### src/lbd_pkg.sv
// Shared types, constants and helper functions of the Lagrange basis derivative evaluator.
package lbd_pkg;

   localparam int MAX_NODES = 6;
   localparam int FRAC_BITS = 16;
   localparam int Q_W       = 32;
   localparam int CNT_W     = 3;
   localparam int IDX_W     = 3;
   localparam int ORD_W     = 3;
   localparam int DIFF_W    = Q_W + 1;
   localparam int DIV_W     = DIFF_W + FRAC_BITS;
   localparam int DIVCNT_W  = $clog2(DIV_W + 1);
   localparam int MASK_W    = MAX_NODES;
   localparam int PROD_W    = 2 * Q_W;
   localparam int FACT_W    = 13;
   localparam int SC_W      = Q_W + FACT_W + 1;
   localparam int ADDR_W    = 5;
   localparam int DATA_W    = 32;

   localparam logic [Q_W-1:0] Q_ONE = Q_W'(64'd1 << FRAC_BITS);
   localparam logic [Q_W-1:0] Q_MAX = {1'b0, {(Q_W-1){1'b1}}};
   localparam logic [Q_W-1:0] Q_MIN = {1'b1, {(Q_W-1){1'b0}}};
   localparam logic [PROD_W-1:0] RND_HALF = PROD_W'(64'd1 << (FRAC_BITS - 1));

   localparam logic [2:0] REG_NODE_COUNT = 3'd0;
   localparam logic [2:0] REG_NODE_FIRST = 3'd1;
   localparam logic [2:0] REG_NODE_LAST  = 3'd6;

   localparam logic [1:0] STAT_OK    = 2'd0;
   localparam logic [1:0] STAT_INDEX = 2'd1;
   localparam logic [1:0] STAT_COINC = 2'd2;
   localparam logic [1:0] STAT_SAT   = 2'd3;

   typedef logic [MAX_NODES-1:0][Q_W-1:0] node_arr_type;

   typedef enum logic [3:0] {
      ST_IDLE, ST_CHECK, ST_MASK, ST_FACT, ST_DIV, ST_MUL, ST_MULR,
      ST_ACC, ST_SCALE, ST_SCALER, ST_DONE
   } state_type;

   typedef struct packed {
      logic load;
      logic check;
      logic term_init;
      logic div_start;
      logic mul_go;
      logic mul_fin;
      logic acc;
      logic scale;
      logic scale_fin;
      logic mask_inc;
      logic m_clr;
      logic m_inc;
   } cmd_type;

   typedef struct packed {
      logic bad;
      logic high_order;
      logic mask_skip;
      logic mask_last;
      logic m_end;
      logic m_is_i;
      logic div_done;
   } dp_stat_type;

   typedef struct packed {
      logic [Q_W-1:0] val;
      logic           ovf;
   } sat_type;

   function automatic logic [FACT_W-1:0] fact_of(input logic [ORD_W-1:0] k);
      logic [FACT_W-1:0] f;
      unique case (k)
         3'd0:    f = FACT_W'(1);
         3'd1:    f = FACT_W'(1);
         3'd2:    f = FACT_W'(2);
         3'd3:    f = FACT_W'(6);
         3'd4:    f = FACT_W'(24);
         3'd5:    f = FACT_W'(120);
         3'd6:    f = FACT_W'(720);
         default: f = FACT_W'(5040);
      endcase
      return f;
   endfunction

   // Applies a sign to a magnitude and clamps to the signed 32-bit range.
   function automatic sat_type sat_mag(input logic neg, input logic [DIV_W-1:0] m);
      sat_type r;
      if (!neg) begin
         if (m > DIV_W'(Q_MAX)) begin
            r.val = Q_MAX;
            r.ovf = 1'b1;
         end else begin
            r.val = m[Q_W-1:0];
            r.ovf = 1'b0;
         end
      end else begin
         if (m > DIV_W'(Q_MIN)) begin
            r.val = Q_MIN;
            r.ovf = 1'b1;
         end else begin
            r.val = Q_W'(0) - m[Q_W-1:0];
            r.ovf = 1'b0;
         end
      end
      return r;
   endfunction

   function automatic logic [Q_W-1:0] mag32(input logic [Q_W-1:0] v);
      return v[Q_W-1] ? (Q_W'(0) - v) : v;
   endfunction

   function automatic logic [Q_W-1:0] sel_node(input node_arr_type nodes,
                                               input logic [IDX_W-1:0] idx);
      logic [Q_W-1:0] r;
      r = '0;
      for (int n = 0; n < MAX_NODES; n++) begin
         if (idx == IDX_W'(n)) r = nodes[n];
      end
      return r;
   endfunction

   function automatic logic [CNT_W-1:0] clamp_cnt(input logic [CNT_W-1:0] c);
      logic [CNT_W-1:0] r;
      if (c < CNT_W'(2)) r = CNT_W'(2);
      else if (c > CNT_W'(MAX_NODES)) r = CNT_W'(MAX_NODES);
      else r = c;
      return r;
   endfunction

endpackage

### src/lbd_ctrl.sv
// Controller state machine that sequences the node-set and factor loops.
module lbd_ctrl
   import lbd_pkg::*;
(
   input  logic        clock,
   input  logic        reset,
   input  logic        start,
   input  dp_stat_type stat,
   output cmd_type     cmd,
   output logic        busy,
   output logic        done
);

   state_type state_ff, state_in;

   always_comb begin
      state_in = state_ff;
      unique case (state_ff)
         ST_IDLE:   if (start) state_in = ST_CHECK;
         ST_CHECK: begin
            priority if (stat.bad) state_in = ST_DONE;
            else if (stat.high_order) state_in = ST_SCALE;
            else state_in = ST_MASK;
         end
         ST_MASK: begin
            if (!stat.mask_skip) state_in = ST_FACT;
            else if (stat.mask_last) state_in = ST_SCALE;
         end
         ST_FACT: begin
            priority if (stat.m_end) state_in = ST_ACC;
            else if (!stat.m_is_i) state_in = ST_DIV;
         end
         ST_DIV:    if (stat.div_done) state_in = ST_MUL;
         ST_MUL:    state_in = ST_MULR;
         ST_MULR:   state_in = ST_FACT;
         ST_ACC:    state_in = stat.mask_last ? ST_SCALE : ST_MASK;
         ST_SCALE:  state_in = ST_SCALER;
         ST_SCALER: state_in = ST_DONE;
         ST_DONE:   state_in = ST_IDLE;
         default:   state_in = ST_IDLE;
      endcase
   end

   always_comb begin
      cmd = '0;
      done = 1'b0;
      unique case (state_ff)
         ST_IDLE:  cmd.load = start;
         ST_CHECK: cmd.check = 1'b1;
         ST_MASK: begin
            if (stat.mask_skip) begin
               cmd.mask_inc = 1'b1;
            end else begin
               cmd.term_init = 1'b1;
               cmd.m_clr = 1'b1;
            end
         end
         ST_FACT: begin
            priority if (stat.m_end) cmd.m_clr = 1'b0;
            else if (stat.m_is_i) cmd.m_inc = 1'b1;
            else cmd.div_start = 1'b1;
         end
         ST_DIV:    cmd.m_clr = 1'b0;
         ST_MUL:    cmd.mul_go = 1'b1;
         ST_MULR: begin
            cmd.mul_fin = 1'b1;
            cmd.m_inc = 1'b1;
         end
         ST_ACC: begin
            cmd.acc = 1'b1;
            cmd.mask_inc = 1'b1;
         end
         ST_SCALE:  cmd.scale = 1'b1;
         ST_SCALER: cmd.scale_fin = 1'b1;
         ST_DONE:   done = 1'b1;
         default:   done = 1'b0;
      endcase
   end

   always_ff @(posedge clock) begin
      if (reset) begin
         state_ff <= ST_IDLE;
      end else begin
         state_ff <= state_in;
      end
   end

   assign busy = state_ff != ST_IDLE;

endmodule

### config.mk
export PLATFORM = sky130hd
export DESIGN_NAME = lbd_ctrl
export DESIGN_NICKNAME = d
export VERILOG_FILES = /design/src/lbd_pkg.sv /design/src/lbd_ctrl.sv
export SDC_FILE = /design/constraint.sdc
export NUM_CORES = 1
export LEC_CHECK = 0
export ABC_AREA = 0
export BUFFER_PORTS_ARGS = -buffer_cell sky130_fd_sc_hd__buf_4
export CAP_MARGIN = 15
export CELL_PAD_IN_SITES_DETAIL_PLACEMENT = 2
export CELL_PAD_IN_SITES_GLOBAL_PLACEMENT = 2
export CORE_MARGIN = 2
export CORE_UTILIZATION = 20
export CTS_CLUSTER_SIZE = 20
export DETAILED_ROUTE_END_ITERATION = 10
export GPL_ROUTABILITY_DRIVEN = 0
export PLACE_DENSITY = 0.83
export REMOVE_ABC_BUFFERS = 1
export SYNTH_ARGS = -nofsm -noshare
export SYNTH_HDL_FRONTEND = slang
export SYNTH_SLANG_ARGS = --single-unit
### constraint.sdc
create_clock -name clock -period 1.6 [get_ports clock]
set_input_delay 0.24 -clock clock [delete_from_list [all_inputs] [get_ports clock]]
set_output_delay 0.24 -clock clock [all_outputs]
set_load 0.05 [all_outputs]
==> results.md <==
- Clk root buf: clkbuf_4
- Setup TNS: 0 ns
- Clock buffer count from CTS: 3
- Maximum vdd drop: 0.917 mV
- DR vias/cell: 5.14
- Rows: 16
- Die Ht: 50.1 um
- Die Area: 2510 sq um
- Synth Area per Inst: 6.53 sq um
- GRT Residual Overflow: 0
- Leakage power: 0.327 nW
- Gr usage total: 0.146
- # fillers: 231
- Clk_skew: 0.000196 ns
- Post-synthesis cell count: 65
- Most instantiated cells after synthesis: nor3_1, nor2_1, nand2b_1
- FFs w/ async S/R, synth: 0
- Sequential-to-total area share from yosys stat: 0.189
- Fmax: 643 MHz
- # DRC: 0
- First-pass GRT wire length: 2.84 mm
- Slew Limit Fails: 0
- Fin. Hold Viols: 0
- MaxCap Viol Count: 0
- Setup CP Type: flip-flop to output port
- Worst R2R Path Depth: 4
- Ys Warns: 0
- Min Tclk post-route: 1.55 ns
- Crit path arrival time: 1.31 ns
- Core ar.: 1980 sq um
- CP max stage delay: 0.37 ns
- Worst hold start: reset
- CTS tree: done
- Reg-to-reg slack, setup: 0.17 ns
- Finish-stage setup viols: 0
- Status: completed
- Mean routed wirelength per cell: 15.2 um
- Starting Density: 0.214
- Post-synth top area share: 0.189
- Final Power: 1.29 mW
- Worst setup EP type: output port
- Worst hold endpoint: state_ff[0]
- Max FO, Critical Path: 7
- Reg clk slew, reported paths: 0.04 ns
- Max reg flops: 4
- Period utilisation layout: 0.972
- Vias in the first global route: 613
- Biggest regs: state_ff: 4 flops
- Number of synthesized flops with an enable pin: 0
- Ys flop type: dfxtp_1
- CP Launch Type: flip-flop
- Reg2reg start: state_ff[3]
- Share of cells above drive strength 1: 0.473
- Worst Hold Class: input port to flip-flop
- Area leader, netlist: dfxtp_1
- CP max-delay cell: dfxtp_4
- Initial DRC count: 6
- Initial antenna violation count: 0
- Diode count: 0
- Largest net degree at the start of global routing: 16
- Clk sinks: 4
- Number of distinct library cells after synthesis: 28
- Vias: 607
- Worst Hold Path Cells: 2
- Clock Latency Late Sink: 0.25 ns
- Top cells by area, synth: dfxtp_1, nor3_1, nand2b_1
- Measured slew at the worst slew-check pin: 0.291 ns
- PortBufs: 23
- Final instance area: 714 sq um
- Area of the mapped netlist: 424 sq um
- Req. time, crit path: 1.36 ns
- Syn-to-layout area delta: 68.4%
- Longest Clk Path Bufs: 2
- Layout Utilization: 0.360
- Slew Limit Headroom: 0.805
- Die W: 50.1 um
- H-tree levels: 1
- Reg-to-Reg End: state_ff[0]
- Routed wire length: 1.79 mm
- Largest register by flop count: state_ff
- TritonRoute pass-1 iters: 4
- Cts-stage hold buffer count: 0
- Top Ports: 24
- Antenna Violating Nets Remaining: 0
- Count leader, synth: nor3_1
- Final nets: 103
- Number of synthesized register bits: 4
- Placed Area: 648 sq um
- Hold Slack: 0.178 ns
- P per Cell Area: 1800 nW/um^2
- Final HPWL DP: 1.29 mm
- Crit-path cells: buf_4 > nand2b_4 > o21ai_1 > nand2b_1 > inv_2 > buf_8
how the worst max path moves through the flow:
| stage | from | end | slack (ns) | cells after the start |
|---|---|---|---|---|
| 2_1_floorplan | state_ff[1] | cmd[1] | -2.23 | 2 |
| 3_3_place_gp | state_ff[2] | state_ff[0] | 0.17 | 4 |
| 3_5_place_dp | state_ff[2] | state_ff[0] | 0.11 | 4 |
| 4_1_cts | state_ff[3] | cmd[8] | 0.01 | 3 |
| 5_1_grt | state_ff[0] | cmd[0] | -0.006 | 6 |
| 6_report | state_ff[0] | cmd[0] | 0.05 | 6 |
area by class of cell:
class | count | area [sq um] | area share
tap | 27 | 33.8 | 0.0473
inverter | 3 | 11.3 | 0.0158
sequential | 4 | 85.1 | 0.119
multi-input combinational | 52 | 337 | 0.471
timing repair buffer | 29 | 225 | 0.315
clock buffer | 3 | 22.5 | 0.0315
report_power, final:
| part | total [mW] | switching [mW] | internal, mW |
|---|---|---|---|
| combinational | 0.959 | 0.612 | 0.347 |
| clock | 0.137 | 0.0527 | 0.0846 |
| sequential | 0.192 | 0.0501 | 0.142 |
through the flow:
stage	std cells	setup WS [ns]
after CTS	118	0.0101
after global placement	115	0.174
after floorplan	59	-2.23
after detailed placement	115	0.114
after global routing	118	-0.00562
final	118	0.0453
metal layers:
layer | wire (um) | global-route usage
met3 | 106 | 0.0364
met5 | 0 | 0
met2 | 830 | 0.237
met1 | 804 | 0.189
met4 | 52 | 0.0417
critical path: cells and delay by family (launching register included):
family | cells | cell delay [ns]
simple gates | 2 | 0.24
buf+inv | 3 | 0.37
flops | 1 | 0.37
compound gates | 1 | 0.09
what timing repair did:
item                       in CTS  in global routing
setup buffers                   0                  0
setup endpoints to repair       5                  9
cloned                          0                  0
resized for setup               7                  7
cell families (layout without fill, tap and decap cells):
family                 Yosys count  after routing  synth area share
buffers and inverters            9             35            0.0914
AOI/OAI and AO/OA               16             16             0.263
DFF                              4              4             0.189
and+or+nand+nor                 36             36             0.457
cells in the final DEF (no fill, tap or decap), drive strengths merged:
master / netlist / final
buf: 3 / 29
nor3: 8 / 8
nor2: 7 / 7
nand2b: 6 / 6
nand2: 5 / 5
dfxtp: 4 / 4
a21oi: 3 / 3
clkbuf: 3 / 3
o21ai: 3 / 3
inv: 3 / 3
and3: 2 / 2
o22ai: 2 / 2
a211oi: 2 / 2
nor4: 2 / 2
or3: 1 / 1
and3b: 1 / 1
nand3: 1 / 1
nor2b: 1 / 1
o31a: 1 / 1
a221oi: 1 / 1
nand4: 1 / 1
o21a: 1 / 1
o2bb2ai: 1 / 1
nor4b: 1 / 1
a21o: 1 / 1
a31oi: 1 / 1
No activity file was read; power rests on OpenSTA's default activity.
