===== config.mk =====
export PLATFORM = sky130hd
export DESIGN_NAME = lbd_dp
export DESIGN_NICKNAME = d
export VERILOG_FILES = /design/src/lbd_pkg.sv /design/src/lbd_div.sv /design/src/lbd_dp.sv
export SDC_FILE = /design/constraint.sdc
export NUM_CORES = 2
export LEC_CHECK = 0
export ABC_CLOCK_PERIOD_IN_PS = 12600
export BUFFER_PORTS_ARGS = -buffer_cell sky130_fd_sc_hd__buf_2
export CAP_MARGIN = 0
export CORE_UTILIZATION = 40
export CTS_CLUSTER_DIAMETER = 30
export CTS_CLUSTER_SIZE = 8
export DETAILED_ROUTE_END_ITERATION = 8
export MAX_ROUTING_LAYER = met4
export PLACE_DENSITY_LB_ADDON = 0.25
export SLEW_MARGIN = 20
export SYNTH_ARGS = -nofsm -noshare
export SYNTH_HDL_FRONTEND = slang
export SYNTH_SLANG_ARGS = --single-unit
export TNS_END_PERCENT = 50

===== constraint.sdc =====
create_clock -name clock -period 12.6 [get_ports clock]
set_clock_uncertainty 0.2 [all_clocks]
set_input_delay 0.63 -clock clock [delete_from_list [all_inputs] [get_ports clock]]
set_output_delay 0.63 -clock clock [all_outputs]
set_load 0.01 [all_outputs]

===== src/lbd_pkg.sv =====
// Shared types, constants and helper functions of the Lagrange basis derivative evaluator.
package lbd_pkg;

   localparam int MAX_NODES = 6;
   localparam int FRAC_BITS = 16;
   localparam int Q_W       = 32;
   localparam int CNT_W     = 3;
   localparam int IDX_W     = 3;
   localparam int ORD_W     = 3;
   localparam int DIFF_W    = Q_W + 1;
   localparam int DIV_W     = DIFF_W + FRAC_BITS;
   localparam int DIVCNT_W  = $clog2(DIV_W + 1);
   localparam int MASK_W    = MAX_NODES;
   localparam int PROD_W    = 2 * Q_W;
   localparam int FACT_W    = 13;
   localparam int SC_W      = Q_W + FACT_W + 1;
   localparam int ADDR_W    = 5;
   localparam int DATA_W    = 32;

   localparam logic [Q_W-1:0] Q_ONE = Q_W'(64'd1 << FRAC_BITS);
   localparam logic [Q_W-1:0] Q_MAX = {1'b0, {(Q_W-1){1'b1}}};
   localparam logic [Q_W-1:0] Q_MIN = {1'b1, {(Q_W-1){1'b0}}};
   localparam logic [PROD_W-1:0] RND_HALF = PROD_W'(64'd1 << (FRAC_BITS - 1));

   localparam logic [2:0] REG_NODE_COUNT = 3'd0;
   localparam logic [2:0] REG_NODE_FIRST = 3'd1;
   localparam logic [2:0] REG_NODE_LAST  = 3'd6;

   localparam logic [1:0] STAT_OK    = 2'd0;
   localparam logic [1:0] STAT_INDEX = 2'd1;
   localparam logic [1:0] STAT_COINC = 2'd2;
   localparam logic [1:0] STAT_SAT   = 2'd3;

   typedef logic [MAX_NODES-1:0][Q_W-1:0] node_arr_type;

   typedef enum logic [3:0] {
      ST_IDLE, ST_CHECK, ST_MASK, ST_FACT, ST_DIV, ST_MUL, ST_MULR,
      ST_ACC, ST_SCALE, ST_SCALER, ST_DONE
   } state_type;

   typedef struct packed {
      logic load;
      logic check;
      logic term_init;
      logic div_start;
      logic mul_go;
      logic mul_fin;
      logic acc;
      logic scale;
      logic scale_fin;
      logic mask_inc;
      logic m_clr;
      logic m_inc;
   } cmd_type;

   typedef struct packed {
      logic bad;
      logic high_order;
      logic mask_skip;
      logic mask_last;
      logic m_end;
      logic m_is_i;
      logic div_done;
   } dp_stat_type;

   typedef struct packed {
      logic [Q_W-1:0] val;
      logic           ovf;
   } sat_type;

   function automatic logic [FACT_W-1:0] fact_of(input logic [ORD_W-1:0] k);
      logic [FACT_W-1:0] f;
      unique case (k)
         3'd0:    f = FACT_W'(1);
         3'd1:    f = FACT_W'(1);
         3'd2:    f = FACT_W'(2);
         3'd3:    f = FACT_W'(6);
         3'd4:    f = FACT_W'(24);
         3'd5:    f = FACT_W'(120);
         3'd6:    f = FACT_W'(720);
         default: f = FACT_W'(5040);
      endcase
      return f;
   endfunction

   // Applies a sign to a magnitude and clamps to the signed 32-bit range.
   function automatic sat_type sat_mag(input logic neg, input logic [DIV_W-1:0] m);
      sat_type r;
      if (!neg) begin
         if (m > DIV_W'(Q_MAX)) begin
            r.val = Q_MAX;
            r.ovf = 1'b1;
         end else begin
            r.val = m[Q_W-1:0];
            r.ovf = 1'b0;
         end
      end else begin
         if (m > DIV_W'(Q_MIN)) begin
            r.val = Q_MIN;
            r.ovf = 1'b1;
         end else begin
            r.val = Q_W'(0) - m[Q_W-1:0];
            r.ovf = 1'b0;
         end
      end
      return r;
   endfunction

   function automatic logic [Q_W-1:0] mag32(input logic [Q_W-1:0] v);
      return v[Q_W-1] ? (Q_W'(0) - v) : v;
   endfunction

   function automatic logic [Q_W-1:0] sel_node(input node_arr_type nodes,
                                               input logic [IDX_W-1:0] idx);
      logic [Q_W-1:0] r;
      r = '0;
      for (int n = 0; n < MAX_NODES; n++) begin
         if (idx == IDX_W'(n)) r = nodes[n];
      end
      return r;
   endfunction

   function automatic logic [CNT_W-1:0] clamp_cnt(input logic [CNT_W-1:0] c);
      logic [CNT_W-1:0] r;
      if (c < CNT_W'(2)) r = CNT_W'(2);
      else if (c > CNT_W'(MAX_NODES)) r = CNT_W'(MAX_NODES);
      else r = c;
      return r;
   endfunction

endpackage


===== src/lbd_div.sv =====
// Bit-serial restoring divider for the rounded fixed-point ratio.
module lbd_div
   import lbd_pkg::*;
(
   input  logic              clock,
   input  logic              reset,
   input  logic              start,
   input  logic [DIFF_W-1:0] num,
   input  logic [DIFF_W-1:0] den,
   output logic              done,
   output logic              neg,
   output logic [DIV_W-1:0]  quo
);

   logic [DIFF_W:0]   rem_ff, rem_in;
   logic [DIV_W-1:0]  quo_ff, quo_in;
   logic [DIFF_W-1:0] den_ff, den_in;
   logic [DIVCNT_W-1:0] cnt_ff, cnt_in;
   logic              run_ff, run_in;
   logic              done_ff, done_in;
   logic              neg_ff, neg_in;

   logic [DIFF_W-1:0] ua, ub;
   logic [DIFF_W:0]   trial;
   logic              ge;

   always_comb begin
      ua = num[DIFF_W-1] ? (DIFF_W'(0) - num) : num;
      ub = den[DIFF_W-1] ? (DIFF_W'(0) - den) : den;
      trial = {rem_ff[DIFF_W-1:0], quo_ff[DIV_W-1]};
      ge = trial >= {1'b0, den_ff};
      rem_in = rem_ff;
      quo_in = quo_ff;
      den_in = den_ff;
      cnt_in = cnt_ff;
      run_in = run_ff;
      done_in = 1'b0;
      neg_in = neg_ff;
      if (start) begin
         // Dividend carries the half-divisor so the quotient comes out rounded.
         rem_in = '0;
         quo_in = {ua, {FRAC_BITS{1'b0}}} + DIV_W'(ub >> 1);
         den_in = ub;
         cnt_in = '0;
         run_in = 1'b1;
         neg_in = num[DIFF_W-1] ^ den[DIFF_W-1];
      end else if (run_ff) begin
         rem_in = ge ? (trial - {1'b0, den_ff}) : trial;
         quo_in = {quo_ff[DIV_W-2:0], ge};
         cnt_in = cnt_ff + DIVCNT_W'(1);
         if (cnt_ff == DIVCNT_W'(DIV_W - 1)) begin
            run_in = 1'b0;
            done_in = 1'b1;
         end
      end
   end

   always_ff @(posedge clock) begin
      if (reset) begin
         run_ff <= 1'b0;
         done_ff <= 1'b0;
      end else begin
         run_ff <= run_in;
         done_ff <= done_in;
      end
      rem_ff <= rem_in;
      quo_ff <= quo_in;
      den_ff <= den_in;
      cnt_ff <= cnt_in;
      neg_ff <= neg_in;
   end

   assign done = done_ff;
   assign neg = neg_ff;
   assign quo = quo_ff;

endmodule


===== src/lbd_dp.sv =====
// Datapath: item registers, loop counters, divider, multiplier, accumulator and scaling.
module lbd_dp
   import lbd_pkg::*;
(
   input  logic             clock,
   input  logic             reset,
   input  cmd_type          cmd,
   input  node_arr_type     nodes,
   input  logic [CNT_W-1:0] node_count,
   input  logic [Q_W-1:0]   x_coord,
   input  logic [IDX_W-1:0] basis_index,
   input  logic [ORD_W-1:0] deriv_order,
   output dp_stat_type      stat,
   output logic [Q_W-1:0]   basis_value,
   output logic [1:0]       status
);

   logic [Q_W-1:0]    x_ff, xi_ff, term_ff, sum_ff, f_ff, val_ff;
   logic [IDX_W-1:0]  i_ff, m_ff;
   logic [ORD_W-1:0]  k_ff;
   logic [CNT_W-1:0]  cnt_ff;
   logic [MASK_W-1:0] mask_ff;
   logic [PROD_W-1:0] prod_ff;
   logic              pneg_ff, flag_ff;
   logic [SC_W-1:0]   sc_ff;
   logic [1:0]        stat_ff;

   logic              div_done, div_neg;
   logic [DIV_W-1:0]  div_quo;
   logic [Q_W-1:0]    nm;
   logic [DIFF_W-1:0] num, den;
   logic              idx_bad, coinc;
   logic [MASK_W:0]   full;
   sat_type           f_sat, m_sat;
   logic [PROD_W-1:0] rnd;
   logic [Q_W:0]      s;
   logic [SC_W-1:0]   sc_max, sc_min;

   always_comb begin
      nm = sel_node(nodes, m_ff);
      num = mask_ff[m_ff] ? DIFF_W'(Q_ONE)
                          : ({x_ff[Q_W-1], x_ff} - {nm[Q_W-1], nm});
      den = {xi_ff[Q_W-1], xi_ff} - {nm[Q_W-1], nm};
      idx_bad = i_ff >= cnt_ff;
      coinc = 1'b0;
      for (int n = 0; n < MAX_NODES; n++) begin
         if ((IDX_W'(n) < cnt_ff) && (IDX_W'(n) != i_ff) && (nodes[n] == xi_ff))
            coinc = 1'b1;
      end
      full = (MASK_W + 1)'(1) << cnt_ff;
      stat.bad = idx_bad | coinc;
      stat.high_order = k_ff >= cnt_ff;
      stat.mask_skip = mask_ff[i_ff] || ($countones(mask_ff) != int'(k_ff));
      stat.mask_last = mask_ff == MASK_W'(full - (MASK_W + 1)'(1));
      stat.m_end = m_ff >= cnt_ff;
      stat.m_is_i = m_ff == i_ff;
      stat.div_done = div_done;
      f_sat = sat_mag(div_neg, div_quo);
      rnd = (prod_ff + RND_HALF) >> FRAC_BITS;
      m_sat = sat_mag(pneg_ff, DIV_W'(rnd));
      s = {sum_ff[Q_W-1], sum_ff} + {term_ff[Q_W-1], term_ff};
      sc_max = SC_W'(Q_MAX);
      sc_min = {{(SC_W-Q_W){1'b1}}, Q_MIN};
   end

   lbd_div u_div (
      .clock (clock),
      .reset (reset),
      .start (cmd.div_start),
      .num   (num),
      .den   (den),
      .done  (div_done),
      .neg   (div_neg),
      .quo   (div_quo)
   );

   always_ff @(posedge clock) begin
      if (cmd.load) begin
         x_ff <= x_coord;
         i_ff <= basis_index;
         k_ff <= deriv_order;
         cnt_ff <= clamp_cnt(node_count);
         xi_ff <= sel_node(nodes, basis_index);
         mask_ff <= '0;
         sum_ff <= '0;
         flag_ff <= 1'b0;
      end
      if (cmd.check && (idx_bad || coinc)) begin
         val_ff <= '0;
         stat_ff <= idx_bad ? STAT_INDEX : STAT_COINC;
      end
      if (cmd.mask_inc) mask_ff <= mask_ff + MASK_W'(1);
      if (cmd.m_clr) m_ff <= '0;
      else if (cmd.m_inc) m_ff <= m_ff + IDX_W'(1);
      if (div_done) begin
         f_ff <= f_sat.val;
         if (f_sat.ovf) flag_ff <= 1'b1;
      end
      if (cmd.term_init) term_ff <= Q_ONE;
      else if (cmd.mul_fin) begin
         term_ff <= m_sat.val;
         if (m_sat.ovf) flag_ff <= 1'b1;
      end
      if (cmd.mul_go) begin
         prod_ff <= PROD_W'(mag32(term_ff)) * PROD_W'(mag32(f_ff));
         pneg_ff <= term_ff[Q_W-1] ^ f_ff[Q_W-1];
      end
      if (cmd.acc) begin
         if (s[Q_W] != s[Q_W-1]) begin
            sum_ff <= s[Q_W] ? Q_MIN : Q_MAX;
            flag_ff <= 1'b1;
         end else begin
            sum_ff <= s[Q_W-1:0];
         end
      end
      if (cmd.scale) sc_ff <= SC_W'($signed(sum_ff) * $signed({1'b0, fact_of(k_ff)}));
      if (cmd.scale_fin) begin
         if ($signed(sc_ff) > $signed(sc_max)) begin
            val_ff <= Q_MAX;
            stat_ff <= STAT_SAT;
         end else if ($signed(sc_ff) < $signed(sc_min)) begin
            val_ff <= Q_MIN;
            stat_ff <= STAT_SAT;
         end else begin
            val_ff <= sc_ff[Q_W-1:0];
            stat_ff <= flag_ff ? STAT_SAT : STAT_OK;
         end
      end
   end

   assign basis_value = val_ff;
   assign status = stat_ff;

endmodule


==> results.cfg <==
[global_route]
grt_usage_pct = 29.82
antenna_found_initial = 31
overflow = 0
grt_pass1_wl_um = 427200
grt_max_degree = 69
grt_pass1_vias = 67840

[cells_and_area]
area.growth.synth_to_final_pct = 12.97
drive_gt1_share_pct = 10.59
final_util_pct = 45.43
nets = 11020
final_common_cell = inv_1
final_cell_mix = inv_1, fa_1, nor2_1

[logic_synthesis]
syn_inst = 8716
synth_flop_cell = edfxtp_1
synth_edf_count = 356
synth_area_leader_cell = fa_1
synth_area_um2 = 78340
yosysWarnings = 0
synth.area.top_cells = fa_1, edfxtp_1, ha_1
async_reset_ff_share_pct = 0
yosys_register_bits = 433
synth_cell_types = 104
avgSynthCellArea_um2 = 8.988
synth_nets = 10740
synth-seq-area-share_pct = 15.61
yosys.area.top_type_share_pct = 31.00

[place]
place_congestion = 1.027
numPortBuffers = 287
dp_hpwl_um = 232000
pre_cts_ws_ps = 392.5

[timing]
setup_viol = 0
min_period_ps = 12120
finalHoldWorstSlack_ps = 53.98
tightest_slew_ps = 1188
slew_violations = 0
period_share_pct = 96.19
fin_setup_tns_ps = 0
rsz0062_at_grt = false
timing.slew.headroom_pct = 19.79
final_hold_viol_count = 0
worst_slack_ps = 480.1
max_freq_mhz = 82.51

[routing]
vias = 65190
drt-total-wl_um = 284100
ant_nets = 0
firstDrtPassIters = 6
first_iter_violations = 5388
remaining_drc_errors = 0
wl_per_cell_um = 24.20
viasPerCell = 5.553

[worst_setup_path]
end_kind = flop
cp.arrival_ps = 12380
critPathMaxFanout = 9
critPathKind = flop to flop
critPathSlowestCell = or4_1
crit_required_ps = 12860
slowest_delay_ps = 660
crit_path_start_kind = flop
crit_top_cell = fa_1

[run_status]
status = finished clean

[clock_tree]
cts_tree = yes
postCtsSetupBuffers = 0
insertion_delay_ps = 750
htreeDepth = 3
root_buffer = clkbuf_16
cts_num_sinks = 433
clock_path_buffers = 3
cts_made_buffers = 118
path_clk_slew_ps = 50

[floorplanning]
initial_core_util_pct = 40.22
rows = 162
die_y_um = 444.5
io_pins = 288
core_um2 = 194800
die_w_um = 444.5
dieArea_um2 = 197600

[min_path]
worst_hold_path_type = input port to flop

[run]
max_cap_viol_count = 0
[state kept, by name, summed over array words and instances, names as in the netlist]
name	flops
u_div.cnt_ff	6
u_div.neg	1
f_ff	32
u_div.rem_ff	33
x_ff	32
u_div.run_ff	1
basis_value	32
pneg_ff	1
flag_ff	1
term_ff	32
u_div.den_ff	33
u_div.done	1
i_ff	3
cnt_ff	3
u_div.quo	49
prod_ff	49
sum_ff	32
mask_ff	6
k_ff	3
xi_ff	32
m_ff	3
sc_ff	46
status	2
[Yosys cell counts, types with 42 or more instances]
cell type	n
nand3_1	123
edfxtp_1	356
nand2b_1	50
a211oi_1	48
o311ai_0	58
and2_1	116
o21ai_0	262
nor4_1	77
o21a_1	51
dfxtp_1	77
nor3_1	82
mux2_2	53
a221oi_1	42
nand2_1	834
or2_2	44
nor2_1	1023
xor2_1	287
nand4_1	86
ha_1	567
o22ai_1	47
mux2i_1	82
a21o_1	119
clkbuf_1	369
or3_1	45
xnor2_1	341
nor2b_1	48
inv_1	1353
and3_1	76
a21oi_1	299
fa_1	1213
[repair_timing]
action / 4_1_cts / 5_1_grt
gates resized for setup: 0 / 5
hold buffers: 45 / 0
endpoints found under the setup margin: 0 / 6
hold endpoints to repair: 47 / 0
[metal layers]
layer  vias to the layer above  routed length, µm  part of all wire [%]  GRT usage [%]
li1                      29100                  -                     -              -
met5                         -                  0                     0              -
met1                     32920             113200                    40          36.00
met4                         0              17020                   6.0          15.02
met3                       641              19280                   6.8          4.487
met2                      2529             134600                    47          48.54
[path summary, 6_finish.rpt]
| kind | from | cells after the start | endpoint | slack [ps] |
|---|---|---|---|---|
| worst max register to register | term_ff[3] | 38 | prod_ff[63] | 480 |
| worst min-delay path | nodes[79] | 3 | xi_ff[15] | 50 |
| worst min register to register | u_div.rem_ff[20] | 2 | u_div.rem_ff[20] | 280 |
| worst max-delay path | term_ff[3] | 38 | prod_ff[63] | 480 |
[kinds of logic (layout without fill, tap and decap cells)]
family / after synthesis / count (layout) / synth area share, %
and+or+nand+nor: 2708 / 2708 / 15.73
adders and majority gates: 1780 / 1780 / 40.06
buffers and inverters: 1756 / 2135 / 8.454
AOI/OAI and AO/OA: 1253 / 1253 / 10.66
xor gates and xnor gates: 629 / 629 / 7.042
DFF: 433 / 433 / 15.61
muxes: 157 / 157 / 2.442
other: 0 / 20 / 0
[per-stage QoR]
| stage | instances | instance area, µm² |
|---|---|---|
| global route | 11740 | 88490 |
| finish | 11740 | 88500 |
| detailed placement | 11450 | 83810 |
| CTS | 11720 | 88400 |
| global placement | 11450 | 83790 |
| floorplan | 8716 | 78340 |
[critical path: cells and delay by family (launching register included)]
family / cells / cell delay [ps]
simple gates: 8 / 2830
flops: 1 / 350
fa+ha+maj: 9 / 4460
compound gates: 13 / 3180
buf+inv: 6 / 420
xor+xnor: 2 / 400
[final cells by class]
| type | count | area (µm²) |
|---|---|---|
| tap | 2624 | 3283 |
| inverter | 1356 | 5090 |
| sequential | 433 | 12230 |
| multi-input combinational | 6527 | 60060 |
| timing repair buffer | 558 | 3643 |
| clock inverter | 82 | 1033 |
| clock buffer | 139 | 3103 |
| antenna | 20 | 50.05 |
| fill | 19060 | 106300 |
Power is left out: the tool's default activity adds up to more than one toggle a clock period on the data nets, which glitch-free logic cannot reach.
